## src/hw/rtl/gbpg_pkg.sv

```systemverilog
`timescale 1ns / 1ps
package gbpg_pkg;
    localparam int MAX_BARS_DEF  = 16;
    localparam int MAX_STEPS_DEF = 64;
    localparam int CFG_IDX_W  = 3;
    localparam int CFG_DATA_W = 14;

    localparam logic [CFG_IDX_W-1:0] REG_ORIGIN_X    = 3'd0;
    localparam logic [CFG_IDX_W-1:0] REG_ORIGIN_Y    = 3'd1;
    localparam logic [CFG_IDX_W-1:0] REG_AREA_WIDTH  = 3'd2;
    localparam logic [CFG_IDX_W-1:0] REG_AREA_HEIGHT = 3'd3;
    localparam logic [CFG_IDX_W-1:0] REG_BAR_COUNT   = 3'd4;
    localparam logic [CFG_IDX_W-1:0] REG_VERTICAL    = 3'd5;

    // Dividend and divisor widths of the shared divider.
    localparam int NUM_W = 32;
    localparam int DEN_W = 16;

    typedef enum logic [3:0] {
        ST_IDLE,
        ST_MAIN0,
        ST_MAIN1,
        ST_SUB,
        ST_COL,
        ST_WAIT,
        ST_EMIT,
        ST_DONE
    } gbpg_state_t;

    typedef struct packed {
        logic             start;
        logic [NUM_W-1:0] num;
        logic [DEN_W-1:0] den;
    } gbpg_div_req_t;

    typedef struct packed {
        logic             busy;
        logic             done;
        logic [NUM_W-1:0] quot;
    } gbpg_div_rsp_t;
endpackage

```

## src/hw/rtl/gbpg_divider.sv

```systemverilog
`timescale 1ns / 1ps
module gbpg_divider (
    input  logic                   aclk,
    input  logic                   aresetn,
    input  gbpg_pkg::gbpg_div_req_t req,
    output gbpg_pkg::gbpg_div_rsp_t rsp
);
    import gbpg_pkg::*;

    localparam int CNT_W = $clog2(NUM_W + 1);

    logic [NUM_W-1:0] quot_reg, quot_next;
    logic [DEN_W:0]   rem_reg, rem_next;
    logic [DEN_W-1:0] den_reg, den_next;
    logic [CNT_W-1:0] cnt_reg, cnt_next;
    logic             busy_reg, busy_next;
    logic             done_reg, done_next;
    logic [DEN_W:0]   trial;

    // Restoring division, one quotient bit per cycle.
    always_comb begin
        quot_next = quot_reg;
        rem_next  = rem_reg;
        den_next  = den_reg;
        cnt_next  = cnt_reg;
        busy_next = busy_reg;
        done_next = 1'b0;
        trial     = {rem_reg[DEN_W-1:0], quot_reg[NUM_W-1]};
        if (req.start) begin
            quot_next = req.num;
            rem_next  = '0;
            den_next  = req.den;
            cnt_next  = CNT_W'(NUM_W);
            busy_next = 1'b1;
        end else if (busy_reg) begin
            if (trial >= {1'b0, den_reg}) begin
                rem_next  = trial - {1'b0, den_reg};
                quot_next = {quot_reg[NUM_W-2:0], 1'b1};
            end else begin
                rem_next  = trial;
                quot_next = {quot_reg[NUM_W-2:0], 1'b0};
            end
            cnt_next = cnt_reg - 1'b1;
            if (cnt_reg == CNT_W'(1)) begin
                busy_next = 1'b0;
                done_next = 1'b1;
            end
        end
    end

    always_ff @(posedge aclk) begin
        if (!aresetn) begin
            busy_reg <= 1'b0;
            done_reg <= 1'b0;
            cnt_reg  <= '0;
        end else begin
            busy_reg <= busy_next;
            done_reg <= done_next;
            cnt_reg  <= cnt_next;
        end
        quot_reg <= quot_next;
        rem_reg  <= rem_next;
        den_reg  <= den_next;
    end

    assign rsp.busy = busy_reg;
    assign rsp.done = done_reg;
    assign rsp.quot = quot_reg;
endmodule

```

## src/hw/rtl/gbpg_sequencer.sv

```systemverilog
`timescale 1ns / 1ps
module gbpg_sequencer #(
    parameter int MAX_BARS  = gbpg_pkg::MAX_BARS_DEF,
    parameter int MAX_STEPS = gbpg_pkg::MAX_STEPS_DEF
) (
    input  logic                    aclk,
    input  logic                    aresetn,
    input  logic [13:0]             origin_x,
    input  logic [13:0]             origin_y,
    input  logic [13:0]             area_width,
    input  logic [13:0]             area_height,
    input  logic [4:0]              bar_count,
    input  logic                    vertical_bars,
    input  logic                    in_valid,
    output logic                    in_ready,
    input  logic [71:0]             in_data,
    output logic                    out_valid,
    input  logic                    out_ready,
    output logic [95:0]             out_data,
    output gbpg_pkg::gbpg_div_req_t div_req,
    input  gbpg_pkg::gbpg_div_rsp_t div_rsp
);
    import gbpg_pkg::*;

    gbpg_state_t state_reg, state_next;

    logic [4:0]  bar_index_reg, bar_index_next;
    logic [13:0] main_off_reg, main_off_next;
    logic [6:0]  steps_reg, steps_next;
    logic [6:0]  k_reg, k_next;
    logic [4:0]  cnt_reg, cnt_next;
    logic [4:0]  bidx_reg, bidx_next;
    logic [7:0]  sc_reg [4];
    logic [7:0]  ec_reg [4];
    logic [7:0]  col_reg [4];
    logic [7:0]  col_next [4];
    logic [1:0]  ch_reg, ch_next;
    logic [1:0]  phase_reg, phase_next;
    logic [13:0] edge_a_reg, edge_a_next;
    logic [13:0] main_len_reg, main_len_next;
    logic [13:0] sub_pos_reg, sub_pos_next;
    logic [13:0] sub_len_reg, sub_len_next;
    logic [95:0] out_reg, out_next;
    logic        out_valid_reg, out_valid_next;

    logic [4:0]  count_eff;
    logic [6:0]  steps_in;
    logic [13:0] main_size, sub_size;
    logic [6:0]  dsteps;
    logic [15:0] rnum;
    logic [14:0] x_w, y_w;
    logic [13:0] w_w, h_w;
    logic        lbar;

    assign count_eff = (int'(bar_count) > MAX_BARS) ? 5'(MAX_BARS) : bar_count;
    assign steps_in  = (in_data[6:0] > 7'(MAX_STEPS)) ? 7'(MAX_STEPS) : in_data[6:0];
    assign main_size = vertical_bars ? area_width : area_height;
    assign sub_size  = vertical_bars ? area_height : area_width;
    assign dsteps    = steps_reg - 7'd1;
    assign rnum      = 16'(sc_reg[ch_reg]) * 16'(dsteps - k_reg)
                     + 16'(ec_reg[ch_reg]) * 16'(k_reg);
    assign lbar      = (bidx_reg == count_eff - 5'd1);

    always_comb begin
        if (vertical_bars) begin
            x_w = 15'(origin_x) + 15'(main_off_reg);
            y_w = 15'(origin_y) + 15'(sub_pos_reg);
            w_w = main_len_reg;
            h_w = sub_len_reg;
        end else begin
            x_w = 15'(origin_x) + 15'(sub_pos_reg);
            y_w = 15'(origin_y) + 15'(main_off_reg);
            w_w = sub_len_reg;
            h_w = main_len_reg;
        end
    end

    always_comb begin
        state_next     = state_reg;
        bar_index_next = bar_index_reg;
        main_off_next  = main_off_reg;
        steps_next     = steps_reg;
        k_next         = k_reg;
        cnt_next       = cnt_reg;
        bidx_next      = bidx_reg;
        ch_next        = ch_reg;
        phase_next     = phase_reg;
        edge_a_next    = edge_a_reg;
        main_len_next  = main_len_reg;
        sub_pos_next   = sub_pos_reg;
        sub_len_next   = sub_len_reg;
        out_next       = out_reg;
        out_valid_next = out_valid_reg;
        for (int i = 0; i < 4; i++) col_next[i] = col_reg[i];
        div_req        = '0;
        in_ready       = 1'b0;
        if (out_valid_reg && out_ready) out_valid_next = 1'b0;

        unique case (state_reg) inside
            ST_IDLE: begin
                // With no bars configured a transfer is taken and dropped.
                in_ready = 1'b1;
                if (in_valid && bar_count != 5'd0) begin
                    steps_next = steps_in;
                    cnt_next   = count_eff;
                    k_next     = '0;
                    if (bar_index_reg >= count_eff) begin
                        bidx_next     = '0;
                        main_off_next = '0;
                    end else begin
                        bidx_next = bar_index_reg;
                    end
                    if (steps_in == 7'd0) begin
                        state_next = ST_DONE;
                    end else begin
                        phase_next = 2'd0;
                        state_next = ST_MAIN0;
                    end
                end
            end
            // Main-axis edges: round(size*i/n) = (2*size*i + n) / (2n).
            ST_MAIN0, ST_MAIN1: begin
                if (!div_rsp.busy && !div_rsp.done && phase_reg == 2'd0) begin
                    div_req.start = 1'b1;
                    div_req.num   = NUM_W'({main_size, 1'b0})
                                  * NUM_W'((state_reg == ST_MAIN0) ? bidx_reg
                                                                   : bidx_reg + 5'd1)
                                  + NUM_W'(cnt_reg);
                    div_req.den   = DEN_W'({cnt_reg, 1'b0});
                    phase_next    = 2'd1;
                end else if (div_rsp.done) begin
                    phase_next = 2'd0;
                    if (state_reg == ST_MAIN0) begin
                        edge_a_next = div_rsp.quot[13:0];
                        state_next  = ST_MAIN1;
                    end else begin
                        main_len_next = div_rsp.quot[13:0] - edge_a_reg;
                        sub_pos_next  = '0;
                        state_next    = ST_SUB;
                    end
                end
            end
            // Upper sub-axis edge of step k; the lower one is the previous upper edge.
            ST_SUB: begin
                if (!div_rsp.busy && !div_rsp.done && phase_reg == 2'd0) begin
                    div_req.start = 1'b1;
                    div_req.num   = NUM_W'({sub_size, 1'b0}) * NUM_W'(k_reg + 7'd1)
                                  + NUM_W'(steps_reg);
                    div_req.den   = DEN_W'({steps_reg, 1'b0});
                    phase_next    = 2'd1;
                end else if (div_rsp.done) begin
                    phase_next   = 2'd0;
                    sub_len_next = div_rsp.quot[13:0] - sub_pos_reg;
                    ch_next      = 2'd0;
                    state_next   = ST_COL;
                end
            end
            ST_COL: begin
                if (steps_reg == 7'd1) begin
                    for (int i = 0; i < 4; i++) col_next[i] = sc_reg[i];
                    state_next = ST_WAIT;
                end else if (!div_rsp.busy && !div_rsp.done && phase_reg == 2'd0) begin
                    div_req.start = 1'b1;
                    div_req.num   = NUM_W'({rnum, 1'b0}) + NUM_W'(dsteps);
                    div_req.den   = DEN_W'({dsteps, 1'b0});
                    phase_next    = 2'd1;
                end else if (div_rsp.done) begin
                    phase_next       = 2'd0;
                    col_next[ch_reg] = div_rsp.quot[7:0];
                    ch_next          = ch_reg + 2'd1;
                    if (ch_reg == 2'd3) state_next = ST_WAIT;
                end
            end
            ST_WAIT: begin
                if (!out_valid_reg || out_ready) state_next = ST_EMIT;
            end
            ST_EMIT: begin
                out_valid_next = 1'b1;
                out_next = {4'd0, lbar, (k_reg == dsteps), col_reg[3], col_reg[2],
                            col_reg[1], col_reg[0], h_w, w_w, y_w, x_w};
                sub_pos_next = sub_pos_reg + sub_len_reg;
                if (k_reg == dsteps) begin
                    main_off_next = main_off_reg + main_len_reg;
                    state_next    = ST_DONE;
                end else begin
                    k_next     = k_reg + 7'd1;
                    state_next = ST_SUB;
                end
            end
            ST_DONE: begin
                if (bidx_reg + 5'd1 >= cnt_reg) begin
                    bar_index_next = '0;
                    main_off_next  = '0;
                end else begin
                    bar_index_next = bidx_reg + 5'd1;
                end
                state_next = ST_IDLE;
            end
            default: state_next = ST_IDLE;
        endcase
    end

    always_ff @(posedge aclk) begin
        if (!aresetn) begin
            state_reg     <= ST_IDLE;
            bar_index_reg <= '0;
            main_off_reg  <= '0;
            out_valid_reg <= 1'b0;
            phase_reg     <= '0;
        end else begin
            state_reg     <= state_next;
            bar_index_reg <= bar_index_next;
            main_off_reg  <= main_off_next;
            out_valid_reg <= out_valid_next;
            phase_reg     <= phase_next;
        end
        steps_reg    <= steps_next;
        k_reg        <= k_next;
        cnt_reg      <= cnt_next;
        bidx_reg     <= bidx_next;
        ch_reg       <= ch_next;
        edge_a_reg   <= edge_a_next;
        main_len_reg <= main_len_next;
        sub_pos_reg  <= sub_pos_next;
        sub_len_reg  <= sub_len_next;
        out_reg      <= out_next;
        for (int i = 0; i < 4; i++) col_reg[i] <= col_next[i];
        if (state_reg == ST_IDLE && in_valid && in_ready) begin
            for (int i = 0; i < 4; i++) begin
                sc_reg[i] <= in_data[7 + 8*i +: 8];
                ec_reg[i] <= in_data[39 + 8*i +: 8];
            end
        end
    end

    assign out_valid = out_valid_reg;
    assign out_data  = out_reg;
endmodule

```

## src/hw/rtl/gradient_bar_pattern_generator_unit.sv

```systemverilog
`timescale 1ns / 1ps
// Each bar uses the shared divider: a bar of n >= 2 steps takes 2 + 5*n
// divider passes; a one-step bar takes no colour passes and a zero-step bar none.
// Throughput: one bar item at a time; all divisions share the one divider.
// Reset: aresetn synchronous, active low; the configuration registers return
// to their defaults, the bar index and main offset clear to zero.
module gradient_bar_pattern_generator_unit #(
    parameter int MAX_BARS  = gbpg_pkg::MAX_BARS_DEF,
    parameter int MAX_STEPS = gbpg_pkg::MAX_STEPS_DEF
) (
    input  logic                            aclk,
    input  logic                            aresetn,
    input  logic                            cfg_we,
    input  logic [gbpg_pkg::CFG_IDX_W-1:0]  cfg_index,
    input  logic [gbpg_pkg::CFG_DATA_W-1:0] cfg_data,
    input  logic                            s_tvalid,
    output logic                            s_tready,
    // bar_steps[6:0], start r,g,b,a, end r,g,b,a (8 bits each), zero pad
    input  logic [71:0]                     s_tdata,
    output logic                            m_tvalid,
    input  logic                            m_tready,
    // rect_x[14:0], rect_y[29:15], rect_width[43:30], rect_height[57:44],
    // fill r,g,b,a [89:58], zero pad
    output logic [95:0]                     m_tdata,
    output logic                            m_tlast,
    // last_bar
    output logic                            m_tuser
);
    import gbpg_pkg::*;

    logic [13:0] origin_x_reg, origin_y_reg, area_w_reg, area_h_reg;
    logic [4:0]  bar_count_reg;
    logic        vertical_reg;
    logic [95:0] seq_data;
    gbpg_div_req_t div_req;
    gbpg_div_rsp_t div_rsp;

    always_ff @(posedge aclk) begin
        if (!aresetn) begin
            origin_x_reg  <= '0;
            origin_y_reg  <= '0;
            area_w_reg    <= 14'd1920;
            area_h_reg    <= 14'd1080;
            bar_count_reg <= 5'd4;
            vertical_reg  <= 1'b0;
        end else if (cfg_we) begin
            unique case (cfg_index)
                REG_ORIGIN_X:    origin_x_reg  <= cfg_data[13:0];
                REG_ORIGIN_Y:    origin_y_reg  <= cfg_data[13:0];
                REG_AREA_WIDTH:  area_w_reg    <= cfg_data[13:0];
                REG_AREA_HEIGHT: area_h_reg    <= cfg_data[13:0];
                REG_BAR_COUNT:   bar_count_reg <= cfg_data[4:0];
                REG_VERTICAL:    vertical_reg  <= cfg_data[0];
                default: ;
            endcase
        end
    end

    gbpg_divider u_div (
        .aclk(aclk), .aresetn(aresetn), .req(div_req), .rsp(div_rsp)
    );

    gbpg_sequencer #(.MAX_BARS(MAX_BARS), .MAX_STEPS(MAX_STEPS)) u_seq (
        .aclk(aclk), .aresetn(aresetn),
        .origin_x(origin_x_reg), .origin_y(origin_y_reg),
        .area_width(area_w_reg), .area_height(area_h_reg),
        .bar_count(bar_count_reg), .vertical_bars(vertical_reg),
        .in_valid(s_tvalid), .in_ready(s_tready), .in_data(s_tdata),
        .out_valid(m_tvalid), .out_ready(m_tready), .out_data(seq_data),
        .div_req(div_req), .div_rsp(div_rsp)
    );

    assign m_tdata = {6'd0, seq_data[89:0]};
    assign m_tlast = seq_data[90];
    assign m_tuser = seq_data[91];
endmodule

```

## config.mk

```make
export PLATFORM = sky130hd
export DESIGN_NAME = gradient_bar_pattern_generator_unit
export DESIGN_NICKNAME = d
export VERILOG_FILES = /design/src/hw/rtl/gbpg_pkg.sv /design/src/hw/rtl/gbpg_divider.sv /design/src/hw/rtl/gbpg_sequencer.sv /design/src/hw/rtl/gradient_bar_pattern_generator_unit.sv
export SDC_FILE = /design/constraint.sdc
export NUM_CORES = 2
export LEC_CHECK = 0
export BUFFER_PORTS_ARGS = -buffer_cell sky130_fd_sc_hd__buf_2
export CAP_MARGIN = 20
export CORE_ASPECT_RATIO = 1.25
export CORE_MARGIN = 2
export CORE_UTILIZATION = 68
export DETAILED_ROUTE_END_ITERATION = 10
export PLACE_DENSITY = 0.95
export SYNTH_ARGS = -nofsm -noshare
export SYNTH_HDL_FRONTEND = slang
export SYNTH_HIERARCHICAL = 1
export SYNTH_SLANG_ARGS = --single-unit
```

## constraint.sdc

```tcl
create_clock -name aclk -period 27.5 [get_ports aclk]
set_input_delay 5.5 -clock aclk [delete_from_list [all_inputs] [get_ports aclk]]
set_output_delay 5.5 -clock aclk [all_outputs]
set_load 0.01 [all_outputs]
```

==> reports/qor.txt <==
CP bufs+invs: 4
Tightest Pin Transition: 1.13 ns
Pre-CTS WS: 17.88 ns
Die Wd: 205 µm
Skew-Pair Late Insertion Delay: 0.62 ns
Area occupied by multi-input gates: 20500 µm²
Pre-antenna DRT Iters: 10
CTS H-tree lvls: 2
Critical path fanouts, max: 8
All-layer global routing usage: 36.1%
Final hold viol count: 0
Routed len/inst: 22.1 µm
Tcrit/Tclk final: 35.7%
Area growth from synthesis to final layout: 8.40%
Ys Warns: 6
1st-iter DRT viols: 3313
First-pass GRT wire length: 147 mm
Crit-path max cell delay: 0.63 ns
Drt total wl: 93.7 mm
Largest net degree at the start of global routing: 84
Maxcap violations: 0
Most frequent CP cell: fa_1
CP Capture Type: flip-flop
Max-slew headroom: 23.9%
Fmax achieved: 102 MHz
CTS Buffer Depth: 3
Count of final max-slew check failures: 0
Nets: 4144
Status: finished, final reports clean
PostCTS Resize Cnt: 0
# IOs: 194
Post-DP HPWL: 66.9 mm
Number of fill cells: 2928
Setup crit start kind: flip-flop
Routing usage on met1: 40.8%
Initial Util: 68.4%
Post-synthesis instance total: 3415
Vias in the first global route: 28200
Number of buffers inserted by port buffering: 186
FP Rows: 92
Clock skew: 0.0334 ns
Crit-path leading delay family: adder cells
Data required time at the worst endpoint: 27.84 ns
Hold-fix buffers, CTS: 0
RSZ-0062 raised after global routing: false
Clock sinks: 430
Post-DRT Antenna Nets: 0
Setup Viol. Count Final: 0
Vias per cell: 6.45
Share of layout cells above drive strength 1: 12.8%
Max reg flops: 92
GR Util met2: 60.4%
Tmin final: 9.82 ns
Placer Congestion: 1.04
Busiest metal layer after global routing: met2
Root buf cell: clkbuf_16
Chip height: 255 µm
DIE AREA: 52300 µm²
Clk slew on worst S/H paths: 0.08 ns
Vias: 27400
Residual DRC: 0
Final instance area: 37200 µm²
Initial antenna violation count: 1
Core Box Area: 50200 µm²
Critical-path top delay cell: a221oi_1
TritonCTS Buffers: 42
Sequential cell area: 11800 µm²
Setup_tns: 0 ns
Post-DP Area: 35700 µm²
Grt ovf: 0
Post-Syn Area: 34300 µm²
Worst hold path class: flip-flop to flip-flop
Grt met3 use: 7.50%
Kind of critical path: flip-flop to flip-flop
TritonCTS clock tree: done
# Post-CTS Setup Buffers: 0
PnR worst setup slack: 17.68 ns
Arrival @ worst endpoint: 10.16 ns
Avg Cell Area, Syn: 10.0 µm²
==> cells in the final DEF, fill, tap and decap left out, types with 10 or more instances in the layout <==
cell type,instances
a211oi_1,25
a21o_1,42
a21oi_1,94
a22oi_1,30
a31oi_1,17
and2_1,64
and3_1,16
buf_2,185
buf_4,28
clkbuf_16,47
conb_1,23
dfxtp_1,111
edfxtp_1,318
fa_1,222
ha_1,276
inv_1,386
mux2_2,105
mux2i_1,99
mux4_2,10
nand2_1,390
nand2b_1,55
nand3_1,80
nor2_1,231
nor2b_1,87
nor3_1,63
nor4_1,14
o211ai_1,10
o21a_1,20
o21ai_0,87
o21ai_1,15
or2_2,18
or3_1,12
xnor2_1,143
xor2_1,49
==> layout make-up <==
class	count	share of cell area, %
diodes	2	0.0135
multi-input cells	2477	55.2
well taps	658	2.21
clock inverters	19	0.481
clock buffers	59	3.39
flip-flops and latches	430	31.7
repair buffers	214	3.09
inverters	387	3.91
==> worst paths after layout <==
check | slack [ns] | end | startpoint | depth (start not counted)
worst max-delay path | 17.68 | u_div/quot_reg[15]$_DFFE_PP_ | u_seq/steps_reg[1]$_DFFE_PP_ | 30
worst max register to register | 17.68 | u_div/quot_reg[15]$_DFFE_PP_ | u_seq/steps_reg[1]$_DFFE_PP_ | 30
worst min register to register | 0.41 | u_seq/out_data[81]$_DFFE_PP_ | u_seq/col_reg[2][7]$_DFFE_PP_ | 0
worst min-delay path | 0.41 | u_seq/out_data[81]$_DFFE_PP_ | u_seq/col_reg[2][7]$_DFFE_PP_ | 0
==> stage by stage <==
| stage | utilization (%) | hold WS (ns) | std cells |
|---|---|---|---|
| floorplan | - | 0.400 | 3436 |
| global placement | 71.2 | 0.401 | 4164 |
| detailed placement | 71.2 | 0.405 | 4164 |
| CTS | 74.1 | 0.416 | 4242 |
| global route | 74.1 | 0.421 | 4244 |
| finish | 74.1 | 0.410 | 4246 |
==> layer usage <==
metal	wire length (µm)	vias to the layer above
li1	-	11900
met1	31400	13000
met2	45300	1917
met3	9030	569
met4	7950	2
met5	16	-
Power is not shown: default switching activity piles up to over one toggle a cycle in this logic, so the estimate is an artifact.
